<file path="config.mk">
export PLATFORM = sky130hd
export DESIGN_NAME = circular_fifo_queue
export DESIGN_NICKNAME = d
export VERILOG_FILES = /design/src/hw/rtl/cfq_pkg.sv /design/src/hw/rtl/circular_fifo_queue.sv /design/src/hw/rtl/cfq_ctrl.sv /design/src/hw/rtl/cfq_dp.sv
export VERILOG_INCLUDE_DIRS = /design/src /design/src/hw/rtl
export SDC_FILE = /design/constraint.sdc
export NUM_CORES = 1
export LEC_CHECK = 0
export BUFFER_PORTS_ARGS = -buffer_cell sky130_fd_sc_hd__buf_4
export CAP_MARGIN = 0
export CORE_MARGIN = 8
export CORE_UTILIZATION = 60
export DETAILED_ROUTE_END_ITERATION = 7
export PLACE_DENSITY = 0.87
export SLEW_MARGIN = 25
export SYNTH_ARGS = -nofsm -noshare
export SYNTH_HDL_FRONTEND = slang
export SYNTH_SLANG_ARGS = --single-unit
</file>
<file path="constraint.sdc">
create_clock -name clk -period 5.1 [get_ports clk]
set_input_delay 0.51 -clock clk [delete_from_list [all_inputs] [get_ports clk]]
set_output_delay 0.51 -clock clk [all_outputs]
set_load 0.01 [all_outputs]
</file>
<file path="src/hw/rtl/circular_fifo_queue_defines.svh">
// Assertion macros used by the queue's top-level RTL file.
// Each macro expects clk and rst_n to be visible where it is used.
`ifndef CIRCULAR_FIFO_QUEUE_DEFINES_SVH
`define CIRCULAR_FIFO_QUEUE_DEFINES_SVH

// Same-cycle implication, disabled while reset is asserted.
`define CFQ_ASSERT_SAME(label, ante, cons, msg) \
  label: assert property (@(posedge clk) disable iff (!rst_n) (ante) |-> (cons)) \
    else $error(msg);

// Next-cycle implication, disabled while reset is asserted.
`define CFQ_ASSERT_NEXT(label, ante, cons, msg) \
  label: assert property (@(posedge clk) disable iff (!rst_n) (ante) |=> (cons)) \
    else $error(msg);

`endif

</file>
<file path="src/hw/rtl/cfq_pkg.sv">
`default_nettype none

package cfq_pkg;

  // Queue geometry.
  localparam int DEPTH  = 16;
  localparam int IDX_W  = $clog2(DEPTH);
  localparam int CNT_W  = 5;
  localparam int DATA_W = 32;

  // Command codes carried by the input transfer.
  typedef enum logic [1:0] {
    OP_PUSH = 2'd0,
    OP_POP  = 2'd1,
    OP_PEEK = 2'd2
  } op_t;

  // Commands from the controller to the datapath.
  typedef struct packed {
    logic load;    // capture the input transfer and read the head slot
    logic commit;  // execute the captured command and load the output register
  } cfq_cmd_t;

  // Status from the datapath to the controller.
  typedef struct packed {
    logic out_free;  // output register can take a new result this cycle
  } cfq_stat_t;

endpackage

`default_nettype wire

</file>
<file path="src/hw/rtl/circular_fifo_queue.sv">
// Ring-buffer queue of signed 32-bit words with push, pop and peek commands.
// Input channel: in_valid/in_stall with in_cmd (0 push, 1 pop, 2 peek) and
// in_push_value, which only a push uses. A code of 3 does nothing.
// Result channel: out_valid/out_stall with out_ok, out_data_out, out_count,
// out_is_full and out_is_empty. Every command yields exactly one result.
// A refused push (queue full) or refused pop/peek (queue empty) reports
// out_ok low and a zero data word; count and flags are always reported.
// A transfer accepted at a clock edge is captured together with a read of the
// head slot; the command executes once the output register is free, and its
// result is then registered there. The block holds in_stall high while a
// command is in flight, since a pop or peek reads the slot memory through a
// registered read port before it can execute.
// The result sits in an output register, so the next command is taken while
// an earlier result still waits. If the receiver stalls, the pending command
// waits for the output register and in_stall stays high.
// Reset (rst_n low, synchronous) empties the queue and drops any result;
// slot contents are not cleared and are only used after a push wrote them.
`default_nettype none
`include "circular_fifo_queue_defines.svh"

module circular_fifo_queue (
  input  wire logic                               clk,
  input  wire logic                               rst_n,
  input  wire logic                               in_valid,
  output logic                                    in_stall,
  input  wire logic [1:0]                         in_cmd,
  input  wire logic signed [cfq_pkg::DATA_W-1:0]  in_push_value,
  output logic                                    out_valid,
  input  wire logic                               out_stall,
  output logic                                    out_ok,
  output logic signed [cfq_pkg::DATA_W-1:0]       out_data_out,
  output logic [cfq_pkg::CNT_W-1:0]               out_count,
  output logic                                    out_is_full,
  output logic                                    out_is_empty
);
  import cfq_pkg::*;

  cfq_cmd_t  cmd;
  cfq_stat_t stat;

  // Sequencing of each command.
  cfq_ctrl u_ctrl (
    .clk      (clk),
    .rst_n    (rst_n),
    .in_valid (in_valid),
    .in_stall (in_stall),
    .stat     (stat),
    .cmd      (cmd)
  );

  // Slot memory, pointers and output register.
  cfq_dp u_dp (
    .clk           (clk),
    .rst_n         (rst_n),
    .cmd           (cmd),
    .stat          (stat),
    .in_cmd        (in_cmd),
    .in_push_value (in_push_value),
    .out_valid     (out_valid),
    .out_stall     (out_stall),
    .out_ok        (out_ok),
    .out_data_out  (out_data_out),
    .out_count     (out_count),
    .out_is_full   (out_is_full),
    .out_is_empty  (out_is_empty)
  );

  // An accepted transfer keeps the input side busy in the next cycle.
  `CFQ_ASSERT_NEXT(a_busy_after_accept, in_valid && !in_stall, in_stall, "accepted while busy")
  // A refused or unused command reports a zero data word.
  `CFQ_ASSERT_SAME(a_refused_zero, out_valid && !out_ok, out_data_out == '0, "refused data not 0")
  // The empty flag agrees with the reported count.
  `CFQ_ASSERT_SAME(a_empty_flag, out_valid, out_is_empty == (out_count == '0), "empty flag wrong")
  // Commands only execute after a transfer was captured.
  `CFQ_ASSERT_SAME(a_commit_busy, cmd.commit, in_stall, "commit while idle")

endmodule

`default_nettype wire

</file>
<file path="src/hw/rtl/cfq_ctrl.sv">
`default_nettype none

module cfq_ctrl (
  input  wire logic              clk,
  input  wire logic              rst_n,
  input  wire logic              in_valid,
  output logic                   in_stall,
  input  wire cfq_pkg::cfq_stat_t stat,
  output cfq_pkg::cfq_cmd_t      cmd
);
  import cfq_pkg::*;

  typedef enum logic [1:0] {
    ST_IDLE = 2'b01,
    ST_EXEC = 2'b10
  } state_t;

  state_t state_r;
  state_t state_nxt;

  // The block takes a new transfer only while no command is in flight.
  assign in_stall   = (state_r != ST_IDLE);
  assign cmd.load   = (state_r == ST_IDLE) && in_valid;
  assign cmd.commit = (state_r == ST_EXEC) && stat.out_free;

  // Next-state logic.
  always_comb begin
    state_nxt = state_r;
    unique case (state_r)
      ST_IDLE: begin
        if (in_valid) begin
          state_nxt = ST_EXEC;
        end
      end
      ST_EXEC: begin
        if (stat.out_free) begin
          state_nxt = ST_IDLE;
        end
      end
      default: begin
        state_nxt = ST_IDLE;
      end
    endcase
  end

  // State register.
  always_ff @(posedge clk) begin
    if (!rst_n) begin
      state_r <= ST_IDLE;
    end else begin
      state_r <= state_nxt;
    end
  end

endmodule

`default_nettype wire

</file>
<file path="src/hw/rtl/cfq_dp.sv">
`default_nettype none

module cfq_dp (
  input  wire logic                               clk,
  input  wire logic                               rst_n,
  input  wire cfq_pkg::cfq_cmd_t                  cmd,
  output cfq_pkg::cfq_stat_t                      stat,
  input  wire logic [1:0]                         in_cmd,
  input  wire logic signed [cfq_pkg::DATA_W-1:0]  in_push_value,
  output logic                                    out_valid,
  input  wire logic                               out_stall,
  output logic                                    out_ok,
  output logic signed [cfq_pkg::DATA_W-1:0]       out_data_out,
  output logic [cfq_pkg::CNT_W-1:0]               out_count,
  output logic                                    out_is_full,
  output logic                                    out_is_empty
);
  import cfq_pkg::*;

  localparam logic [IDX_W-1:0] LAST_IDX  = IDX_W'(DEPTH - 1);
  localparam logic [CNT_W-1:0] FULL_CNT  = CNT_W'(DEPTH);

  // Slot storage and its registered read port.
  logic [DATA_W-1:0] slots_r [DEPTH];
  logic [DATA_W-1:0] rd_data_r;

  // Captured command.
  logic [1:0]        cmd_r;
  logic [DATA_W-1:0] value_r;

  // Queue pointers and occupancy.
  logic [IDX_W-1:0] head_r;
  logic [IDX_W-1:0] head_nxt;
  logic [IDX_W-1:0] tail_r;
  logic [IDX_W-1:0] tail_nxt;
  logic [CNT_W-1:0] occ_r;
  logic [CNT_W-1:0] occ_nxt;

  // Write port controls.
  logic              wr_en;
  logic [IDX_W-1:0]  wr_addr;
  logic [DATA_W-1:0] wr_data;

  // Result of the current command.
  logic              ok;
  logic [DATA_W-1:0] data;
  logic              full;
  logic              empty;

  // Output register.
  logic              out_valid_r;
  logic              out_valid_nxt;
  logic              out_ok_r;
  logic [DATA_W-1:0] out_data_r;
  logic [CNT_W-1:0]  out_count_r;
  logic              out_full_r;
  logic              out_empty_r;

  assign full  = (occ_r == FULL_CNT);
  assign empty = (occ_r == '0);

  // Execute the captured command against the current queue state.
  always_comb begin
    ok       = 1'b0;
    data     = '0;
    wr_en    = 1'b0;
    wr_addr  = tail_r;
    wr_data  = value_r;
    head_nxt = head_r;
    tail_nxt = tail_r;
    occ_nxt  = occ_r;
    case (cmd_r)
      OP_PUSH: begin
        if (!full) begin
          ok       = 1'b1;
          wr_en    = 1'b1;
          tail_nxt = (tail_r == LAST_IDX) ? '0 : tail_r + 1'b1;
          occ_nxt  = occ_r + 1'b1;
        end
      end
      OP_POP: begin
        if (!empty) begin
          ok       = 1'b1;
          data     = rd_data_r;
          wr_en    = 1'b1;
          wr_addr  = head_r;
          wr_data  = '0;
          head_nxt = (head_r == LAST_IDX) ? '0 : head_r + 1'b1;
          occ_nxt  = occ_r - 1'b1;
        end
      end
      OP_PEEK: begin
        if (!empty) begin
          ok   = 1'b1;
          data = rd_data_r;
        end
      end
      default: begin
        ok = 1'b0;
      end
    endcase
  end

  // Slot memory: the head is read when a transfer is accepted.
  always_ff @(posedge clk) begin
    if (cmd.load) begin
      rd_data_r <= slots_r[head_r];
    end
    if (cmd.commit && wr_en) begin
      slots_r[wr_addr] <= wr_data;
    end
  end

  // Capture the accepted transfer.
  always_ff @(posedge clk) begin
    if (cmd.load) begin
      cmd_r   <= in_cmd;
      value_r <= in_push_value;
    end
  end

  // Pointer and occupancy registers.
  always_ff @(posedge clk) begin
    if (!rst_n) begin
      head_r <= '0;
      tail_r <= '0;
      occ_r  <= '0;
    end else if (cmd.commit) begin
      head_r <= head_nxt;
      tail_r <= tail_nxt;
      occ_r  <= occ_nxt;
    end
  end

  // Output register: free when empty or when its result leaves this cycle.
  assign stat.out_free = !out_valid_r || !out_stall;

  always_comb begin
    out_valid_nxt = out_valid_r;
    if (cmd.commit) begin
      out_valid_nxt = 1'b1;
    end else if (!out_stall) begin
      out_valid_nxt = 1'b0;
    end
  end

  always_ff @(posedge clk) begin
    if (!rst_n) begin
      out_valid_r <= 1'b0;
    end else begin
      out_valid_r <= out_valid_nxt;
    end
  end

  always_ff @(posedge clk) begin
    if (cmd.commit) begin
      out_ok_r    <= ok;
      out_data_r  <= data;
      out_count_r <= occ_nxt;
      out_full_r  <= (occ_nxt == FULL_CNT);
      out_empty_r <= (occ_nxt == '0);
    end
  end

  assign out_valid    = out_valid_r;
  assign out_ok       = out_ok_r;
  assign out_data_out = out_data_r;
  assign out_count    = out_count_r;
  assign out_is_full  = out_full_r;
  assign out_is_empty = out_empty_r;

endmodule

`default_nettype wire

</file>
# After elaboration in Yosys (flattened, before gate mapping)
# Memory sizes are Yosys's and may differ from the RTL's. A register that Yosys moved wholly into a read port is not among the register bits.
# Cells that the tools add are included.
# totals
ff_bits	90
mem_bits_rw	512
inputBits	38
word_cells	66
memories	1
# mem_list
memory	depth	width	read_ports	rd_clocked_by_memory_dff	wr	line	rtl
u_dp.slots_r	16	32	1	1	1	cfq_dp.sv:24	logic [DATA_W-1:0] slots_r [DEPTH];
# classes
add_sub_neg	4
n_eq_ne	12
n_mux	20
bitwise_logic	3
reduce_logical	14
# ops
cell	count
two-way mux 32 bit	2
two-way mux 4 bit	4
equality test 5 bit, second input constant	2
zero test 5 bit	2
two-way mux 5 bit	2
case mux 5 bit (2 select lines)	1
adder 4 x 1 -> 4 bit, second input constant	2
equality test 4 bit, second input constant	2
two-way mux 1 bit	6
inequality test 2 x 1 -> 1 bit, second input constant	3
AND reduction 3 bit	2
adder 5 x 1 -> 5 bit, second input constant	1
subtractor 5 x 1 -> 5 bit, second input constant	1
equality test 2 x 1 -> 1 bit, second input constant	2
equality test 2 bit, second input constant	2
two-way mux 2 bit	2
case mux 1 bit (2 select lines)	2
case mux 2 bit (2 select lines)	1
OR reduction 2 bit	2
logical AND 1 bit	3
inverter 1 bit	3
zero test 1 bit	2
zero test 2 bit	1
inequality test 2 bit, second input constant	1
2 further kinds	2

# Depth between registers and ports, before layout
# Gate-level depths: netlist (run 1).
# logic_depth
depth_word	6
depth_mapped	9
ltp_nobuf	7

# Cells and area by module
# From an unflattened synthesis (run 1), not the netlist that was laid out.
# unflattened
hier_cells	1171
hier_area_um2	24298.3
# modules_own_cells
module	instances	cells_each	area_per_inst_um2	seq_area_each_um2
cfq_dp	1	1162	24210.7	18838.1
cfq_ctrl	1	9	87.6	40.0

# Least setup slack after synthesis (run 1)
# OpenSTA, ideal clock, no wires.
# synth_path
kind	input port to flip-flop
start	in out_stall
end	mem u_dp.slots_r[0][0] (enable)
setup_ps	421
arrival_time_ps	4063
slack_ps	616
path_stages	6
path_cell_list	nand2_1 nand2_1 inv_1 clkbuf_1 o21ai_0 nor2_1
# synth_rtl
element	line	rtl
start: declaration	circular_fifo_queue.sv:29	input wire logic out_stall,
end: declaration	cfq_dp.sv:24	

# Worst setup path in the final report (run 1)
# layout_path
start	reg u_dp.occ_r[0]
end	mem u_dp.slots_r[8][16] (enable)
# layout_via
elab_chain_cells	6
elab_cells_between_ends	10
classes_between	eq/ne (1); mux (7); reduce/logical (2)
# layout_rtl
element	line	rtl
start: declaration	cfq_dp.sv:36	logic [CNT_W-1:0] occ_r;
start signal: assignment	cfq_dp.sv:131	occ_r <= occ_nxt;
equality test 5 bit / zero test 5 bit (equally long branches)	cfq_dp.sv:59, cfq_dp.sv:60	
two-way mux 1 bit, on equally long branches	cfq_dp.sv:74, cfq_dp.sv:82	
case mux 1 bit (2 select lines)	cfq_dp.sv:72	case (cmd_r)
logical AND 1 bit	cfq_dp.sv:109	if (cmd.commit && wr_en) begin
two-way mux 1 bit	cfq_dp.sv:109	
two-way mux 1 bit (not written as such)	cfq_dp.sv:110	slots_r[wr_addr] <= wr_data;
# Parallel ways exist; a longest one is shown, timed or not.

==> out/qor.txt, run 1 <==
outcome: completed
root buffer cell: clkbuf_16
Post-DP HPWL: 30230 um
GR Overflow Total: 0
first-pass GRT wire length: 85410 um
sequential share of power: 54.8%
Distinct cells, synth: 62
max-capacitance violation count: 0
P_int: 8.490 mW
post-synth top area cell: edfxtp_1
data arrival time of the worst path: 4.39 ns
Die ar.: 47380 um^2
port bufs: 79
hold buffer count at CTS: 0
worst rel slew slack: 23.26%
row count: 74
average size of a mapped cell: 19.99 um^2
f_max: 0.2415 GHz
clk buf depth: 3
Post-Syn Area: 24400 um^2
Final Max Slew Viols: 0
Placement Cell Area: 25970 um^2
Synth async-reset ratio: 0%
synth-to-layout area growth: 14.97%
routed wire length: 58440 um
Antenna diodes: 0
Synth Flop Type: edfxtp_1
Slew @ Worst Pin: 1.146 ns
Net Sw Frac: 19.90%
pwr dens: 377.8 nW/um^2
Setup Fix Bufs, Post-CTS: 0
cts repair resizes: 0
R2R setup slack: 0.96 ns
maximum VDD drop: 0.2604 mV
DP Worst Slack: 1.126 ns
1st-iter DRT viols: 1786
Worst EP required: 5.35 ns
initial core utilization: 60.31%
Fillers: 2238
Worst Clk Skew: 0.01545 ns
share of the synthesized area in the top cell type: 76.05%
initial antenna violation count: 2
Tcrit/Tclk final: 81.19%
worst min-delay path class: input pin to register
DRT antenna net count: 0
count leader, synth: edfxtp_1
CTS sink count: 634
Hold Path Cell Cnt: 1
CP endpoint kind: register
Critical Path Start Type: register
CP Class: register to register
vias in the first global route: 13100
RR Endpoint: u_dp.slots_r[8][16]$_DFFE_PP_
io pins: 80
clock power share: 42.8%
Post-synth EDFFs: 618
hold path endpoint: u_dp.value_r[20]$_DFFE_PP_
post-route setup slack: 0.9593 ns
yosys warns: 0
Worst R2R Path Depth: 7
# setup viols final: 0
syn nets: 1266
commonest cells in the netlist: 618 x edfxtp_1, 128 x mux4_2, 75 x nand2_1
Logic pwr share: 2.4%
core footprint: 40460 um^2
worst r2r src: u_dp.occ_r[0]$_SDFFE_PN0P_
Die X: 217.7 um
hold_sp: in_push_value[20]
ranking of synthesized cells by area: edfxtp_1 76%, mux4_2 12%, dfxtp_1 1.3%
TritonCTS clock tree: done
Worst Path Max Fanout: 36
H-tree depth: 2
TritonCTS buffer count: 59
Psw: 2.110 mW
routability cong.: 0.7752
Final #Nets: 1362
clock slew at reported path FFs: 0.06 ns
layout cells sized above 1: 25.70%
largest net degree at the start of global routing: 69
design area: 28050 um^2
vias per inst: 6.718
RSZ-0062 raised after global routing: false
wire per inst: 30.79 um
Residual DRC: 0
Final Hold Viols: 0
synthesis-stage register bit count: 634
post-synthesis cell count: 1221
minimum clock period: 4.141 ns
routed vias: 12750
Die Span Y: 217.7 um
Total Routing Usage GR: 24.57%
Setup TNS: 0 ns
leakage: 8.917 nW
Worst-Skew Late Latency: 0.60 ns
1st-pass router iterations: 5
Seq/Total Area, Yosys: 77.36%
[cell families after synthesis]
logic type | synth area share (%)
AND/OR/NAND/NOR | 5.266
XOR/XNOR | 0.07180
adder cells (fa/ha/maj) | 0.3589
AO/OA/AOI/OAI | 3.271
buffers and inverters | 1.605
multiplexers | 12.06
flip-flops | 77.36
[how the worst max path moves through the flow]
stage	start	cells after the start	slack [ns]	end
floorplan	out_stall	6	0.62	u_dp.slots_r[0][0]$_DFFE_PP_
global placement	u_dp.occ_r[0]$_SDFFE_PN0P_	6	1.36	u_dp.slots_r[13][16]$_DFFE_PP_
detailed placement	u_dp.occ_r[0]$_SDFFE_PN0P_	7	1.13	u_dp.slots_r[8][16]$_DFFE_PP_
CTS	u_dp.occ_r[0]$_SDFFE_PN0P_	6	1.04	u_dp.slots_r[5][31]$_DFFE_PP_
global route	u_dp.occ_r[0]$_SDFFE_PN0P_	7	0.86	u_dp.slots_r[8][10]$_DFFE_PP_
finish	u_dp.occ_r[0]$_SDFFE_PN0P_	7	0.96	u_dp.slots_r[8][16]$_DFFE_PP_
[per-layer routing]
metal	track usage [%]	vias to the layer above	part of all wire (%)
met2	42.09	943	51
met5	0	-	0.022
met3	5.548	174	9.8
li1	-	5168	-
met4	9.919	2	4.0
met1	30.18	6464	35
[cell type report]
class                      instances  area, um^2  area share, %
sequential                       634       18890          67.34
multi-input combinational        497        5266          18.77
clock buffer                      74        1605          5.722
timing repair buffer             108        1176          4.192
tap                              532       665.6          2.373
clock inverter                    36       386.6          1.378
inverter                          17       63.81         0.2275
[registers in the layout, summed over array words and instances (netlist names), 2 cells and up]
signal / cells
u_dp.head_r: 4
u_dp.value_r: 32
u_dp.rd_data_r: 32
u_dp.out_data_out: 32
u_dp.tail_r: 4
u_dp.out_count: 5
u_dp.slots_r: 512
u_dp.cmd_r: 2
u_dp.occ_r: 5
u_ctrl.state_r: 2
[power groups by stage]
stage	sequential, mW	combinational, mW	clock [mW]
2_1_floorplan	5.92	0.128	0
5_1_grt	5.81	0.265	4.75
3_3_place_gp	5.92	0.218	0
6_report	5.81	0.250	4.54
4_1_cts	5.81	0.242	4.56
3_5_place_dp	5.92	0.236	0
[through the flow]
stage          hold WS, ns  power [mW]  util, %  cells
2_1_floorplan       0.4778       6.047        -   1221
3_3_place_gp        0.5063       6.138    63.24   1771
3_5_place_dp        0.5054       6.158    64.19   1785
4_1_cts            0.06241       10.61    69.12   1895
5_1_grt            0.06254       10.83    69.34   1898
6_report           0.07668       10.60    69.34   1898
[critical path: stages, from the launching register on]
cell and delay, ns:
dfxtp_1 0.40, inv_1 0.12, ha_1 0.28, or4b_1 0.54
nand2_2 0.76, mux2i_1 0.50, nor2_4 0.67, buf_4 0.48
[layout by cell type, fill, tap and decap left out, drive strengths merged, types with 5 or more instances in the layout]
cell type  instances
edfxtp           618
mux4             128
buf              108
nand2             76
clkbuf            74
a31oi             36
nor2b             35
and3              34
a211oi            33
and2              32
nor2              29
clkinv            25
inv               17
dfxtp             16
a21oi             12
o21ai              9
bufinv             8
ha                 7
mux2i              5
Note: power is estimated with default switching activity, not from simulation.
==> inputs of run 2 (changes only) <==
CORE_UTILIZATION = 56   (was 60)
PLACE_DENSITY = 0.86   (was 0.87)
clock period = 3.45 ns   (was 5.1 ns; I/O delays follow)
==> run 2 against run 1 <==
Cell area grew 0.86%. Critical path depth is the same. Flip-flop and latch count is the same. Maximum frequency grew 27%. Power grew 46%. Cell count grew 5.2%. Critical path type unchanged. Critical endpoint is now u_dp.slots_r[6][7]$_DFFE_PP_. Largest cell class unchanged. Largest power group unchanged.
==> out/qor.txt, run 2 (same netlist as run 1, synthesis figures left out) <==
root buffer cell: clkbuf_16
Worst Path Max Fanout: 24 (-33%)
Die ar.: 50510 um^2 (+6.6%)
DRT antenna net count: 0 (unchanged)
Final #Nets: 1415 (+3.9%)
worst rel slew slack: 30.09% (+6.8 points)
Tcrit/Tclk final: 94.30% (+13 points)
Total Routing Usage GR: 22.30% (-2.3 points)
Post-DP HPWL: 30230 um (about the same)
1st-pass router iterations: 5 (unchanged)
largest net degree at the start of global routing: 102 (+48%)
GR Overflow Total: 0 (unchanged)
Setup Fix Bufs, Post-CTS: 0 (unchanged)
met1 Usage GRT: 29.29% (-0.90 points)
synth-to-layout area growth: 15.95%
Pwr Total: 15.49 mW (+46%)
cts repair resizes: 0 (unchanged)
worst min-delay path class: input pin to register
final hold slack: 0.1126 ns (+0.03595 ns)
RSZ-0062 raised after global routing: false
most common cell after layout, fill and taps aside: edfxtp_1
io pins: 80 (unchanged)
Fillers: 2592 (+16%)
core footprint: 43080 um^2 (+6.5%)
Setup TNS: 0 ns (unchanged)
row count: 76 (+2.7%)
met2 Usage GRT: 36.25% (-5.8 points)
Worst EP required: 3.75 ns (-1.60 ns)
TritonCTS clock tree: done
pwr dens: 547.4 nW/um^2 (+45%)
Die Span Y: 224.7 um (+3.3%)
# setup viols final: 0 (unchanged)
max-capacitance violation count: 0 (unchanged)
worst r2r src: u_dp.occ_r[0]$_SDFFE_PN0P_
H-tree depth: 2 (unchanged)
critical path, cell by cell: inv_1 > ha_1 > or3b_1 > a2111oi_0 > o21ai_1 > nor2_4 > buf_12
1st-iter DRT viols: 1663 (-6.9%)
Die X: 224.7 um (+3.3%)
Critical Path Start Type: register
Worst Clk Skew: 0.02072 ns (+0.005272 ns)
most frequent cells in the layout: 618 x edfxtp_1, 128 x mux4_2, 115 x buf_4, 75 x nand2_1, 59 x clkbuf_16
Final Hold Viols: 0 (unchanged)
Worst-Skew Late Latency: 0.62 ns (+0.02 ns)
minimum clock period: 3.253 ns (-0.8872 ns)
CP endpoint kind: register
layout cells sized above 1: 26.27% (+0.58 points)
max FFs per register: 512 (unchanged)
clock slew at reported path FFs: 0.06 ns (about the same)
CP Class: register to register
data arrival time of the worst path: 3.55 ns (-0.84 ns)
Final Max Slew Viols: 0 (unchanged)
Critical Path Start: u_dp.occ_r[0]$_SDFFE_PN0P_
initial core utilization: 56.65% (-3.7 points)
routed vias: 12830 (+0.65%)
vias per inst: 6.427 (-4.3%)
leakage: 9.057 nW (+1.6%)
Antenna diodes: 0 (unchanged)
hold buffer count at CTS: 35 (+35)
clk buf depth: 3 (unchanged)
outcome: completed
post-layout util: 65.68% (-3.7 points)
Slowest cell on crit path: a2111oi_0
routed wire length: 55970 um (-4.2%)
Worst path top cell family by delay: compound AO/OA/AOI/OAI gates
TritonCTS buffer count: 58 (-1.7%)
Seq. cell area: 18890 um^2 (unchanged)
wire per inst: 28.03 um (-9.0%)
port bufs: 79 (unchanged)
Slew @ Worst Pin: 1.044 ns (-0.1019 ns)
multi-input logic area: 5266 um^2 (unchanged)
CTS sink count: 634 (unchanged)
first-pass GRT wire length: 83530 um (-2.2%)
maximum VDD drop: 0.3584 mV (+38%)
initial antenna violation count: 1 (-1)
Top reg by flops: u_dp.slots_r
hold_sp: out_stall
Residual DRC: 0 (unchanged)
grt peak-use layer: met2
f_max: 0.3074 GHz (+27%)
CP bufs+invs: 2 (unchanged)
routability cong.: 0.8119 (+4.7%)
max incr delay on CP: 0.53 ns (-0.23 ns)
met3 usage: 4.077% (-1.5 points)
vias in the first global route: 13120 (+0.12%)
==> run 2: changes by cell type in the layout (fill, tap and decap cells not counted), sizes merged <==
cell         delta
clkinvlp        -2
inv             +2
clkbuf          -8
dlygate4sd3    +35
buf            +19
==> run 2: path summary, 6_finish.rpt <==
| check | cells after the start | slack [ns] | to |
|---|---|---|---|
| max | 7 | 0.20 | u_dp.slots_r[6][7]$_DFFE_PP_ |
| min | 3 | 0.11 | u_dp.out_valid$_SDFFE_PN0P_ |
| max reg2reg | 7 | 0.20 | u_dp.slots_r[6][7]$_DFFE_PP_ |
| min reg2reg | 2 | 0.53 | u_dp.out_valid$_SDFFE_PN0P_ |
==> run 2: through the flow <==
stage / setup WS, ns / instances / instance area (um^2)
after CTS: 0.2356 / 1997 / 28290
after global routing: 0.02394 / 1997 / 28290
after global placement: 0.4599 / 1860 / 26050
after floorplan: -0.1603 / 1221 / 24440
after detailed placement: 0.3186 / 1860 / 26050
final: 0.1965 / 1997 / 28290
==> run 2: power breakdown <==
| group | total, mW | internal (mW) | leakage [nW] | switching (mW) |
|---|---|---|---|---|
| Clock | 6.50 | 3.71 | 0.933 | 2.79 |
| Combinational | 0.397 | 0.124 | 2.38 | 0.273 |
| Sequential | 8.59 | 8.57 | 5.74 | 0.0251 |
==> run 2: per-layer routing <==
layer,part of all wire (%),vias up
li1,-,5262
met1,37,6516
met2,49,894
met3,9.2,162
met4,4.4,0
met5,0,-
==> run 2: area by class of cell <==
type                    instances  area share (%)
flip-flops and latches        634           66.76
multi-input cells             497           18.61
clock buffers                  66           5.311
repair buffers                162           5.138
well taps                     585           2.587
clock inverters                36           1.362
inverters                      17          0.2255
==> run 2: worst min-delay path: cells and delay by family <==
family / cells / cell delay [ns]
buf+inv: 1 / 0.08
compound gates: 1 / 0.15
simple gates: 1 / 0.11
